File: src/rtl/core/stc_pkg.sv
// shared types, constants and byte classification for the source text tokenizer
`default_nettype none

package stc_pkg;

  localparam int STC_OFFSET_BITS = 20;
  localparam int STC_LINE_BITS   = 16;
  localparam int STC_QUEUE_DEPTH = 4;
  localparam int STC_MAX_TOKENS  = 3;
  localparam int STC_PREFIX_BITS = 48;

  typedef enum logic [1:0] {
    MODE_IDLE  = 2'd0,
    MODE_IDENT = 2'd1,
    MODE_NUM   = 2'd2
  } scan_mode_t;

  typedef enum logic [3:0] {
    KIND_EOF    = 4'd0,
    KIND_IDENT  = 4'd1,
    KIND_INT    = 4'd2,
    KIND_VAR    = 4'd3,
    KIND_FUNC   = 4'd4,
    KIND_RETURN = 4'd5,
    KIND_PLUS   = 4'd6,
    KIND_EQUAL  = 4'd7,
    KIND_SEMI   = 4'd8,
    KIND_COLON  = 4'd9,
    KIND_LPAREN = 4'd10,
    KIND_RPAREN = 4'd11,
    KIND_LBRACE = 4'd12,
    KIND_RBRACE = 4'd13
  } tok_kind_t;

  // keyword spellings, first byte in the low bits
  localparam logic [STC_PREFIX_BITS-1:0] KW_VAR    = 48'h0000_0072_6176;
  localparam logic [STC_PREFIX_BITS-1:0] KW_FUNC   = 48'h0000_636e_7566;
  localparam logic [STC_PREFIX_BITS-1:0] KW_RETURN = 48'h6e72_7574_6572;

  localparam logic [2:0] LEN_VAR    = 3'd3;
  localparam logic [2:0] LEN_FUNC   = 3'd4;
  localparam logic [2:0] LEN_RETURN = 3'd6;
  localparam logic [2:0] LEN_HELD   = 3'd6;
  localparam logic [2:0] LEN_LONG   = 3'd7;

  localparam logic [1:0] BOM_LEN = 2'd3;

  localparam logic [7:0] CH_NEWLINE = 8'h0a;

  function automatic logic [7:0] bom_byte(input logic [1:0] idx);
    logic [7:0] b;
    unique case (idx)
      2'd0:    b = 8'hef;
      2'd1:    b = 8'hbb;
      2'd2:    b = 8'hbf;
      default: b = 8'h00;
    endcase
    return b;
  endfunction

  function automatic logic is_alpha(input logic [7:0] c);
    return ((c >= 8'h61) && (c <= 8'h7a)) || ((c >= 8'h41) && (c <= 8'h5a));
  endfunction

  function automatic logic is_digit(input logic [7:0] c);
    return (c >= 8'h30) && (c <= 8'h39);
  endfunction

  function automatic logic is_under(input logic [7:0] c);
    return c == 8'h5f;
  endfunction

  // one-byte punctuation; KIND_EOF means the byte is not punctuation
  function automatic tok_kind_t punct_kind(input logic [7:0] c);
    tok_kind_t k;
    unique case (c)
      8'h2b:   k = KIND_PLUS;
      8'h3d:   k = KIND_EQUAL;
      8'h3b:   k = KIND_SEMI;
      8'h3a:   k = KIND_COLON;
      8'h28:   k = KIND_LPAREN;
      8'h29:   k = KIND_RPAREN;
      8'h7b:   k = KIND_LBRACE;
      8'h7d:   k = KIND_RBRACE;
      default: k = KIND_EOF;
    endcase
    return k;
  endfunction

  function automatic tok_kind_t word_kind(input logic [STC_PREFIX_BITS-1:0] p,
                                          input logic [2:0] len);
    tok_kind_t k;
    k = KIND_IDENT;
    if (len == LEN_VAR && p == KW_VAR) begin
      k = KIND_VAR;
    end else if (len == LEN_FUNC && p == KW_FUNC) begin
      k = KIND_FUNC;
    end else if (len == LEN_RETURN && p == KW_RETURN) begin
      k = KIND_RETURN;
    end
    return k;
  endfunction

endpackage

`default_nettype wire

File: src/rtl/core/stc_front.sv
// scanner front end: classifies each byte, keeps position state, builds token bundles
`default_nettype none

module stc_front
  import stc_pkg::*;
#(
  parameter int OFFSET_BITS = STC_OFFSET_BITS,
  parameter int LINE_BITS   = STC_LINE_BITS,
  localparam int TOK_W      = 4 + 2 * OFFSET_BITS + 2 * LINE_BITS,
  localparam int BUNDLE_W   = 2 + STC_MAX_TOKENS * TOK_W
) (
  input  wire logic                clk,
  input  wire logic                rst_n,
  input  wire logic                accept,
  input  wire logic [7:0]          text_byte,
  input  wire logic                byte_present,
  input  wire logic                text_end,
  output logic                     bundle_push,
  output logic [BUNDLE_W-1:0]      bundle
);

  localparam logic [LINE_BITS-1:0] LINE_ONE = LINE_BITS'(1);

  scan_mode_t                 mode_r, mode_nxt;
  logic [1:0]                 bom_prog_r, bom_prog_nxt;
  logic                       bom_open_r, bom_open_nxt;
  logic [OFFSET_BITS-1:0]     pos_r, pos_nxt;
  logic [LINE_BITS-1:0]       line_r, line_nxt;
  logic [LINE_BITS-1:0]       col_r, col_nxt;
  logic [OFFSET_BITS-1:0]     pstart_r, pstart_nxt;
  logic [LINE_BITS-1:0]       pline_r, pline_nxt;
  logic [LINE_BITS-1:0]       pcol_r, pcol_nxt;
  logic [STC_PREFIX_BITS-1:0] prefix_r, prefix_nxt;
  logic [2:0]                 wlen_r, wlen_nxt;

  logic [TOK_W-1:0]           slot [STC_MAX_TOKENS];
  logic [1:0]                 count;
  logic                       done;
  tok_kind_t                  pk;

  function automatic logic [LINE_BITS-1:0] sat_add(input logic [LINE_BITS-1:0] v,
                                                   input logic [1:0] d);
    logic [LINE_BITS:0] s;
    s = {1'b0, v} + {{(LINE_BITS - 1){1'b0}}, d};
    return s[LINE_BITS] ? {LINE_BITS{1'b1}} : s[LINE_BITS-1:0];
  endfunction

  function automatic logic [TOK_W-1:0] make_tok(input tok_kind_t k,
                                                input logic [OFFSET_BITS-1:0] s,
                                                input logic [OFFSET_BITS-1:0] e,
                                                input logic [LINE_BITS-1:0] ln,
                                                input logic [LINE_BITS-1:0] cl);
    return {k, s, e, ln, cl};
  endfunction

  always_comb begin
    mode_nxt     = mode_r;
    bom_prog_nxt = bom_prog_r;
    bom_open_nxt = bom_open_r;
    pos_nxt      = pos_r;
    line_nxt     = line_r;
    col_nxt      = col_r;
    pstart_nxt   = pstart_r;
    pline_nxt    = pline_r;
    pcol_nxt     = pcol_r;
    prefix_nxt   = prefix_r;
    wlen_nxt     = wlen_r;
    count        = 2'd0;
    done         = 1'b0;
    pk           = KIND_EOF;
    for (int i = 0; i < STC_MAX_TOKENS; i++) begin
      slot[i] = '0;
    end

    if (byte_present) begin
      // byte-order mark window at the head of the text
      if (bom_open_nxt) begin
        if (bom_prog_nxt < BOM_LEN && text_byte == bom_byte(bom_prog_nxt)) begin
          bom_prog_nxt = bom_prog_nxt + 2'd1;
          if (bom_prog_nxt == BOM_LEN) begin
            bom_prog_nxt = 2'd0;
            bom_open_nxt = 1'b0;
          end
          pos_nxt = pos_nxt + OFFSET_BITS'(1);
          done    = 1'b1;
        end else begin
          col_nxt      = sat_add(col_nxt, bom_prog_nxt);
          bom_prog_nxt = 2'd0;
          bom_open_nxt = 1'b0;
        end
      end

      if (!done) begin
        col_nxt = sat_add(col_nxt, 2'd1);
        case (mode_nxt)
          MODE_IDENT: begin
            if (is_alpha(text_byte) || is_digit(text_byte) || is_under(text_byte)) begin
              if (wlen_nxt < LEN_HELD) begin
                prefix_nxt[{wlen_nxt, 3'b000} +: 8] =
                  prefix_nxt[{wlen_nxt, 3'b000} +: 8] | text_byte;
                wlen_nxt = wlen_nxt + 3'd1;
              end else begin
                wlen_nxt = LEN_LONG;
              end
              pos_nxt = pos_nxt + OFFSET_BITS'(1);
              done    = 1'b1;
            end else begin
              slot[count] = make_tok(word_kind(prefix_nxt, wlen_nxt), pstart_nxt,
                                     pos_nxt, pline_nxt, pcol_nxt);
              count    = count + 2'd1;
              mode_nxt = MODE_IDLE;
            end
          end
          MODE_NUM: begin
            if (is_digit(text_byte)) begin
              pos_nxt = pos_nxt + OFFSET_BITS'(1);
              done    = 1'b1;
            end else begin
              slot[count] = make_tok(KIND_INT, pstart_nxt, pos_nxt, pline_nxt, pcol_nxt);
              count    = count + 2'd1;
              mode_nxt = MODE_IDLE;
            end
          end
          default: mode_nxt = MODE_IDLE;
        endcase
      end

      // byte handled as if idle
      if (!done) begin
        pk = punct_kind(text_byte);
        if (text_byte == CH_NEWLINE) begin
          line_nxt = sat_add(line_nxt, 2'd1);
          col_nxt  = '0;
        end else if (pk != KIND_EOF) begin
          slot[count] = make_tok(pk, pos_nxt, pos_nxt + OFFSET_BITS'(1), line_nxt, col_nxt);
          count = count + 2'd1;
        end else if (is_alpha(text_byte) || is_under(text_byte) || is_digit(text_byte)) begin
          mode_nxt   = is_digit(text_byte) ? MODE_NUM : MODE_IDENT;
          pstart_nxt = pos_nxt;
          pline_nxt  = line_nxt;
          pcol_nxt   = col_nxt;
          prefix_nxt = {{(STC_PREFIX_BITS - 8){1'b0}}, text_byte};
          wlen_nxt   = 3'd1;
        end
        pos_nxt = pos_nxt + OFFSET_BITS'(1);
      end
    end

    if (text_end) begin
      if (bom_open_nxt) begin
        col_nxt = sat_add(col_nxt, bom_prog_nxt);
      end
      if (mode_nxt == MODE_IDENT) begin
        slot[count] = make_tok(word_kind(prefix_nxt, wlen_nxt), pstart_nxt, pos_nxt,
                               pline_nxt, pcol_nxt);
        count = count + 2'd1;
      end else if (mode_nxt == MODE_NUM) begin
        slot[count] = make_tok(KIND_INT, pstart_nxt, pos_nxt, pline_nxt, pcol_nxt);
        count = count + 2'd1;
      end
      slot[count] = make_tok(KIND_EOF, pos_nxt, pos_nxt, line_nxt, col_nxt);
      count = count + 2'd1;
      // back to the reset state for the next text
      mode_nxt     = MODE_IDLE;
      bom_prog_nxt = 2'd0;
      bom_open_nxt = 1'b1;
      pos_nxt      = '0;
      line_nxt     = LINE_ONE;
      col_nxt      = '0;
      pstart_nxt   = '0;
      pline_nxt    = LINE_ONE;
      pcol_nxt     = '0;
      prefix_nxt   = '0;
      wlen_nxt     = 3'd0;
    end
  end

  assign bundle_push = accept && (count != 2'd0);
  assign bundle      = {count, slot[2], slot[1], slot[0]};

  always_ff @(posedge clk) begin
    if (!rst_n) begin
      mode_r     <= MODE_IDLE;
      bom_prog_r <= 2'd0;
      bom_open_r <= 1'b1;
      pos_r      <= '0;
      line_r     <= LINE_ONE;
      col_r      <= '0;
      pstart_r   <= '0;
      pline_r    <= LINE_ONE;
      pcol_r     <= '0;
      prefix_r   <= '0;
      wlen_r     <= 3'd0;
    end else if (accept) begin
      mode_r     <= mode_nxt;
      bom_prog_r <= bom_prog_nxt;
      bom_open_r <= bom_open_nxt;
      pos_r      <= pos_nxt;
      line_r     <= line_nxt;
      col_r      <= col_nxt;
      pstart_r   <= pstart_nxt;
      pline_r    <= pline_nxt;
      pcol_r     <= pcol_nxt;
      prefix_r   <= prefix_nxt;
      wlen_r     <= wlen_nxt;
    end
  end

endmodule

`default_nettype wire

File: src/rtl/core/stc_fifo.sv
// small queue of token bundles between the front end and the output side
`default_nettype none

module stc_fifo
  import stc_pkg::*;
#(
  parameter int WIDTH = 8,
  parameter int DEPTH = STC_QUEUE_DEPTH,
  localparam int AW   = $clog2(DEPTH)
) (
  input  wire logic             clk,
  input  wire logic             rst_n,
  input  wire logic             push,
  input  wire logic [WIDTH-1:0] wdata,
  output logic                  full,
  input  wire logic             pop,
  output logic                  empty,
  output logic [WIDTH-1:0]      rdata
);

  logic [WIDTH-1:0] mem [DEPTH];
  logic [AW:0]      wptr_r, wptr_nxt;
  logic [AW:0]      rptr_r, rptr_nxt;

  assign empty = (wptr_r == rptr_r);
  assign full  = (wptr_r[AW] != rptr_r[AW]) && (wptr_r[AW-1:0] == rptr_r[AW-1:0]);
  assign rdata = mem[rptr_r[AW-1:0]];

  assign wptr_nxt = wptr_r + (AW + 1)'(push && !full);
  assign rptr_nxt = rptr_r + (AW + 1)'(pop && !empty);

  always_ff @(posedge clk) begin
    if (push && !full) begin
      mem[wptr_r[AW-1:0]] <= wdata;
    end
  end

  always_ff @(posedge clk) begin
    if (!rst_n) begin
      wptr_r <= '0;
      rptr_r <= '0;
    end else begin
      wptr_r <= wptr_nxt;
      rptr_r <= rptr_nxt;
    end
  end

endmodule

`default_nettype wire

File: src/rtl/core/stc_back.sv
// output side: holds one bundle and hands out its tokens one per pop
`default_nettype none

module stc_back
  import stc_pkg::*;
#(
  parameter int OFFSET_BITS = STC_OFFSET_BITS,
  parameter int LINE_BITS   = STC_LINE_BITS,
  localparam int TOK_W      = 4 + 2 * OFFSET_BITS + 2 * LINE_BITS,
  localparam int BUNDLE_W   = 2 + STC_MAX_TOKENS * TOK_W
) (
  input  wire logic                   clk,
  input  wire logic                   rst_n,
  input  wire logic                   q_empty,
  input  wire logic [BUNDLE_W-1:0]    q_data,
  output logic                        q_pop,
  output logic                        out_empty,
  input  wire logic                   out_pop,
  output logic [3:0]                  out_token_kind,
  output logic [OFFSET_BITS-1:0]      out_start_offset,
  output logic [OFFSET_BITS-1:0]      out_end_offset,
  output logic [LINE_BITS-1:0]        out_line_number,
  output logic [LINE_BITS-1:0]        out_column_number,
  output logic                        out_last_of_run
);

  logic                busy_r, busy_nxt;
  logic [1:0]          idx_r, idx_nxt;
  logic [BUNDLE_W-1:0] data_r;
  logic [1:0]          cnt;
  logic [TOK_W-1:0]    tok;
  logic                last;
  logic                taken;

  assign cnt   = data_r[BUNDLE_W-1 -: 2];
  assign tok   = data_r[idx_r * TOK_W +: TOK_W];
  assign last  = (idx_r == cnt - 2'd1);
  assign taken = busy_r && out_pop;
  assign q_pop = !q_empty && (!busy_r || (taken && last));

  assign out_empty         = !busy_r;
  assign out_last_of_run   = last;
  assign out_token_kind    = tok[TOK_W-1 -: 4];
  assign out_start_offset  = tok[2*LINE_BITS + 2*OFFSET_BITS - 1 -: OFFSET_BITS];
  assign out_end_offset    = tok[2*LINE_BITS + OFFSET_BITS - 1 -: OFFSET_BITS];
  assign out_line_number   = tok[2*LINE_BITS - 1 -: LINE_BITS];
  assign out_column_number = tok[LINE_BITS - 1 : 0];

  always_comb begin
    busy_nxt = busy_r;
    idx_nxt  = idx_r;
    if (q_pop) begin
      busy_nxt = 1'b1;
      idx_nxt  = 2'd0;
    end else if (taken) begin
      if (last) begin
        busy_nxt = 1'b0;
      end else begin
        idx_nxt = idx_r + 2'd1;
      end
    end
  end

  always_ff @(posedge clk) begin
    if (q_pop) begin
      data_r <= q_data;
    end
  end

  always_ff @(posedge clk) begin
    if (!rst_n) begin
      busy_r <= 1'b0;
      idx_r  <= 2'd0;
    end else begin
      busy_r <= busy_nxt;
      idx_r  <= idx_nxt;
    end
  end

endmodule

`default_nettype wire

File: src/rtl/core/source_text_tokenizer.sv
// top level of the streaming source text tokenizer
//
//   channel   direction  handshake        payload
//   in_       input      in_push/in_full  text_byte, byte_present, text_end
//   out_      output     out_empty/out_pop token_kind, offsets, line, column, last_of_run
//
// one byte item is taken per cycle while the bundle queue has room; the front end
// classifies it in that same cycle and queues the zero to three tokens it causes
// the output side hands out one token per cycle while out_pop is high and tokens are
// waiting; the four-entry queue soaks up bursts
// reset (synchronous, active low) empties the queue and returns the scanner to
// the start of a text: line 1, column 0, offset 0, mark window open
// a stalled output only stops input once the queue is full
`default_nettype none

module source_text_tokenizer
  import stc_pkg::*;
#(
  parameter int OFFSET_BITS = STC_OFFSET_BITS,
  parameter int LINE_BITS   = STC_LINE_BITS
) (
  input  wire logic                   clk,
  input  wire logic                   rst_n,
  // byte items in
  input  wire logic                   in_push,
  output logic                        in_full,
  input  wire logic [7:0]             in_text_byte,
  input  wire logic                   in_byte_present,
  input  wire logic                   in_text_end,
  // token items out
  output logic                        out_empty,
  input  wire logic                   out_pop,
  output logic [3:0]                  out_token_kind,
  output logic [OFFSET_BITS-1:0]      out_start_offset,
  output logic [OFFSET_BITS-1:0]      out_end_offset,
  output logic [LINE_BITS-1:0]        out_line_number,
  output logic [LINE_BITS-1:0]        out_column_number,
  output logic                        out_last_of_run
);

  localparam int TOK_W    = 4 + 2 * OFFSET_BITS + 2 * LINE_BITS;
  localparam int BUNDLE_W = 2 + STC_MAX_TOKENS * TOK_W;

  logic                accept;
  logic                bundle_push;
  logic [BUNDLE_W-1:0] bundle;
  logic                q_empty;
  logic                q_pop;
  logic [BUNDLE_W-1:0] q_data;

  // an item goes in whenever the queue has a free bundle slot
  assign accept = in_push && !in_full;

  // front end: mark skipping, class checks, counters and token building
  stc_front #(
    .OFFSET_BITS (OFFSET_BITS),
    .LINE_BITS   (LINE_BITS)
  ) u_front (
    .clk          (clk),
    .rst_n        (rst_n),
    .accept       (accept),
    .text_byte    (in_text_byte),
    .byte_present (in_byte_present),
    .text_end     (in_text_end),
    .bundle_push  (bundle_push),
    .bundle       (bundle)
  );

  // decoupling queue; items that cause no token leave nothing here
  stc_fifo #(
    .WIDTH (BUNDLE_W),
    .DEPTH (STC_QUEUE_DEPTH)
  ) u_fifo (
    .clk   (clk),
    .rst_n (rst_n),
    .push  (bundle_push),
    .wdata (bundle),
    .full  (in_full),
    .pop   (q_pop),
    .empty (q_empty),
    .rdata (q_data)
  );

  // output side: serialises each bundle onto the result ports
  stc_back #(
    .OFFSET_BITS (OFFSET_BITS),
    .LINE_BITS   (LINE_BITS)
  ) u_back (
    .clk               (clk),
    .rst_n             (rst_n),
    .q_empty           (q_empty),
    .q_data            (q_data),
    .q_pop             (q_pop),
    .out_empty         (out_empty),
    .out_pop           (out_pop),
    .out_token_kind    (out_token_kind),
    .out_start_offset  (out_start_offset),
    .out_end_offset    (out_end_offset),
    .out_line_number   (out_line_number),
    .out_column_number (out_column_number),
    .out_last_of_run   (out_last_of_run)
  );

endmodule

`default_nettype wire
File: config.mk
export PLATFORM = sky130hd
export DESIGN_NAME = source_text_tokenizer
export DESIGN_NICKNAME = d
export VERILOG_FILES = /design/src/rtl/core/stc_pkg.sv /design/src/rtl/core/stc_front.sv /design/src/rtl/core/stc_fifo.sv /design/src/rtl/core/stc_back.sv /design/src/rtl/core/source_text_tokenizer.sv
export SDC_FILE = /design/constraint.sdc
export NUM_CORES = 2
export LEC_CHECK = 0
export BUFFER_PORTS_ARGS = -buffer_cell sky130_fd_sc_hd__buf_2
export CELL_PAD_IN_SITES_DETAIL_PLACEMENT = 1
export CELL_PAD_IN_SITES_GLOBAL_PLACEMENT = 1
export CORE_ASPECT_RATIO = 1.2
export CORE_MARGIN = 8
export CORE_UTILIZATION = 53
export DETAILED_ROUTE_END_ITERATION = 6
export PLACE_DENSITY_LB_ADDON = 0.12
export REMOVE_ABC_BUFFERS = 1
export SETUP_SLACK_MARGIN = 0.05
export SLEW_MARGIN = 25
export SYNTH_ARGS = -nofsm -noshare
export SYNTH_HDL_FRONTEND = slang
export SYNTH_SLANG_ARGS = --single-unit
File: constraint.sdc
create_clock -name clk -period 30.5 [get_ports clk]
set_input_delay 6.1 -clock clk [delete_from_list [all_inputs] [get_ports clk]]
set_output_delay 6.1 -clock clk [all_outputs]
set_load 0.005 [all_outputs]
==> reports/results.txt <==
Status -> completed
Max Transition Viols Final -> 0
Register bit total from synthesis -> 1,314
CP arrival -> 13.24 ns
Clock Tree Root -> clkbuf_16
Clk_lat worst skew -> 0.78 ns
Worst Setup SP -> in_text_byte[4]
Async SR Flop Fraction -> 0%
Vias in the first global route -> 42,400
Fin crit period -> 12.79 ns
Worst slack at placement -> 16.98 ns
GP Congestion -> 0.945
Worst vdd ir -> 0.0872 mV
CTS Hold Bufs -> 0
F_max -> 78.2 MHz
DRC -> 0
EDFF count, synth -> 1,145
Crit start category -> primary input
Die H -> 384 µm
First-pass GRT wire length -> 287 mm
Max_cap viols -> 0
Sequential element share of the synthesized area -> 63.1%
CP endpoint -> u_fifo.mem[3][199]
Clock Skew -> 0.0334 ns
Crit-path max FO -> 51
Slowest cell on crit path -> nor4bb_2
Post-Synthesis Cell Area -> 0.0598 mm²
CP Capture Type -> register
Die X -> 323 µm
Switching share of power -> 26.2%
Met2 GRT Util -> 50.5%
Library cells used by synthesis -> 97
Reg2reg start -> u_front.bom_prog_r[0]
CTS H-tree lvls -> 4
Slew headroom -> 25.0%
Setup ws final -> 17.71 ns
Met1 GRT Util -> 41.2%
GR Overflow Total -> 0
Hold Crit Class -> reg -> reg
Grt peak-use layer -> met2
Share of cells above drive strength 1 -> 16.2%
Setup-failing EPs final -> 0
Gr usage total -> 31.2%
Post-route core utilization -> 59.1%
Pwr/cell area -> 70.0 mW/mm²
Met3 Use GR -> 5.63%
Internal Power -> 3.44 mW
CP Class -> in -> reg
Final nets -> 4,460
DRC marker count from the first detailed-route iteration -> 4,338
Area Overhead vs Synth -> 11.1%
Synth top area cells -> edfxtp_1, mux4_2, dfxtp_1, nand2_1, o21ai_0
TritonCTS clock tree -> built
Routed via count -> 40,600
Combinational share of power -> 15.0%
Setup tns final -> 0 ns
Max Root-Sink Buffers -> 3
Sequential power share -> 49.2%
Worst Reg-to-Reg Cells -> 21
Core Rows -> 135
CTS clk-pin slew, worst paths -> 0.06 ns
Fillcell total -> 10,800
I/O pins -> 93
Commonest cells in the netlist -> edfxtp_1, nand2_1, o21ai_0
RSZ-0062 raised after global routing -> no
Cell taking the most area after synthesis -> edfxtp_1
Post-CTS sizing -> 0
Switching pwr -> 1.22 mW
Routed WL -> 194 mm
Antenna violations before repair -> 5
First-pass iteration count of the detailed router -> 5
Post-DP Area -> 0.0620 mm²
Worst r2r dst -> u_fifo.mem[2][7]
Leak -> 21.0 nW
Largest net degree at the start of global routing -> 134
Worst path cell trace -> buf_2, nor4bb_2, nand2_1, a21bo_2, inv_1, nor2_1, buf_4, nor2_1, buf_4, a21oi_1, a31o_2, nand2_1, ha_1, nand2_1, a21boi_0, ha_1, mux2i_1, o21ai_0, inv_1, and3_4, buf_4, buf_4, buf_12
Pwr Total -> 4.66 mW
Port-buffer cells -> 92
Design area -> 0.0665 mm²
DR vias/cell -> 6.74
Final hold violations -> 0
Post-route clock period utilization -> 41.9%
Die footprint -> 0.124 mm²
Share of the synthesized area in the top cell type -> 57.5%
Most frequent CP cell -> buf_4
Ys flop type -> edfxtp_1
Most common cell in the netlist -> edfxtp_1
TritonCTS Sinks -> 1,314
Yosys warnings -> 0
Cts bufs inserted -> 136
CP Data Required Time -> 30.95 ns
Detailed placement HPWL -> 125 mm
Core footprint -> 0.112 mm²
R2R setup slack -> 22.49 ns
Crit-path max cell delay -> 0.77 ns
Initial Util -> 53.2%
Clock share of power -> 35.8%
Worst-Margin Slew -> 1.12 ns
Avg Cell Area, Syn -> 13.7 µm²
Post-CTS Setup Bufs -> 0
WL/cell -> 32.3 µm
Routed Antenna Nets -> 0
Cells after synthesis -> 4,377
## worst min path at each step
| stage | cells past startpoint | endpoint | start |
|---|---|---|---|
| 6_report | 2 | u_front.prefix_r[16] | u_front.prefix_r[16] |
| 5_1_grt | 1 | u_front.prefix_r[7] | u_front.prefix_r[7] |
| 4_1_cts | 2 | u_front.prefix_r[16] | u_front.prefix_r[16] |
| 3_5_place_dp | 2 | u_front.prefix_r[47] | u_front.prefix_r[47] |
| 3_3_place_gp | 2 | u_front.prefix_r[16] | u_front.prefix_r[16] |
| 2_1_floorplan | 2 | u_front.prefix_r[16] | u_front.prefix_r[16] |
## power by group through the flow
stage | clock, mW | combinational, mW | sequential, mW
finish | 1.67 | 0.698 | 2.29
global placement | 0 | 0.692 | 2.31
floorplan | 0 | 0.471 | 2.43
detailed placement | 0 | 0.709 | 2.33
CTS | 1.69 | 0.715 | 2.29
global route | 1.74 | 0.749 | 2.31
## metal layers
metal  vias up  share of wire [%]
met5         -                  0
met4         0                4.8
met3       502                7.2
met2      1847                 48
met1     21000                 40
li1      17200                  -
## worst max-delay path: cells and delay by family
family          cells  cell delay (ns)
buf+inv             8             2.89
fa+ha+maj           2             0.67
simple gates        7             1.72
mux                 1             0.32
compound gates      5             1.45
## logic make-up (layout without fill, tap and decap cells)
kind of cell,after synthesis,after routing,share of synthesized area (%)
AOI/OAI and AO/OA,992,992,10.9
xor gates and xnor gates,97,97,1.42
adders and majority gates,37,37,0.799
buffers and inverters,356,496,2.28
DFF,1314,1314,63.1
muxes,379,379,11.4
other,0,2,0
and+or+nand+nor,1202,1202,10.1
## sequential cells by signal, summed over array words and instances, names as in the netlist, 16 cells and up
| register | cells |
|---|---|
| u_fifo.mem | 916 |
| u_back.data_r | 229 |
| u_front.prefix_r | 48 |
| u_front.pos_r | 20 |
| u_front.pstart_r | 20 |
| u_front.col_r | 16 |
| u_front.line_r | 16 |
| u_front.pcol_r | 16 |
| u_front.pline_r | 16 |
## metrics by stage
stage,std cells,hold slack [ns]
finish,6026,0.531
global route,6024,0.550
CTS,6022,0.532
detailed placement,5776,0.518
global placement,5776,0.500
floorplan,4070,0.463
## layout make-up
type	count	area (µm²)	share of cell area (%)
Clock buffer	178	3730	5.61
Antenna cell	2	5.00	0.00753
Sequential cell	1314	37800	56.8
Clock inverter	68	686	1.03
Multi-Input combinational cell	2707	20900	31.4
Inverter	49	184	0.277
Tap cell	1507	1890	2.84
Timing Repair Buffer	201	1350	2.03
## layout by cell type (no fill, tap or decap), types with 61 or more instances in the layout
| cell type | synthesis | final |
|---|---|---|
| a21oi_1 | 164 | 162 |
| a22oi_1 | 163 | 163 |
| and2_1 | 86 | 86 |
| buf_2 | 18 | 90 |
| buf_4 | 1 | 105 |
| clkbuf_16 | 0 | 141 |
| dfxtp_1 | 169 | 165 |
| edfxtp_1 | 1145 | 1145 |
| mux2i_1 | 119 | 119 |
| mux4_2 | 239 | 239 |
| nand2_1 | 399 | 395 |
| nand3_1 | 86 | 86 |
| nor2_1 | 207 | 199 |
| nor2b_1 | 116 | 115 |
| nor3_1 | 66 | 61 |
| o21ai_0 | 286 | 284 |
| o22ai_1 | 63 | 62 |
| xnor2_1 | 64 | 64 |
(Power assumes the default switching activity.)
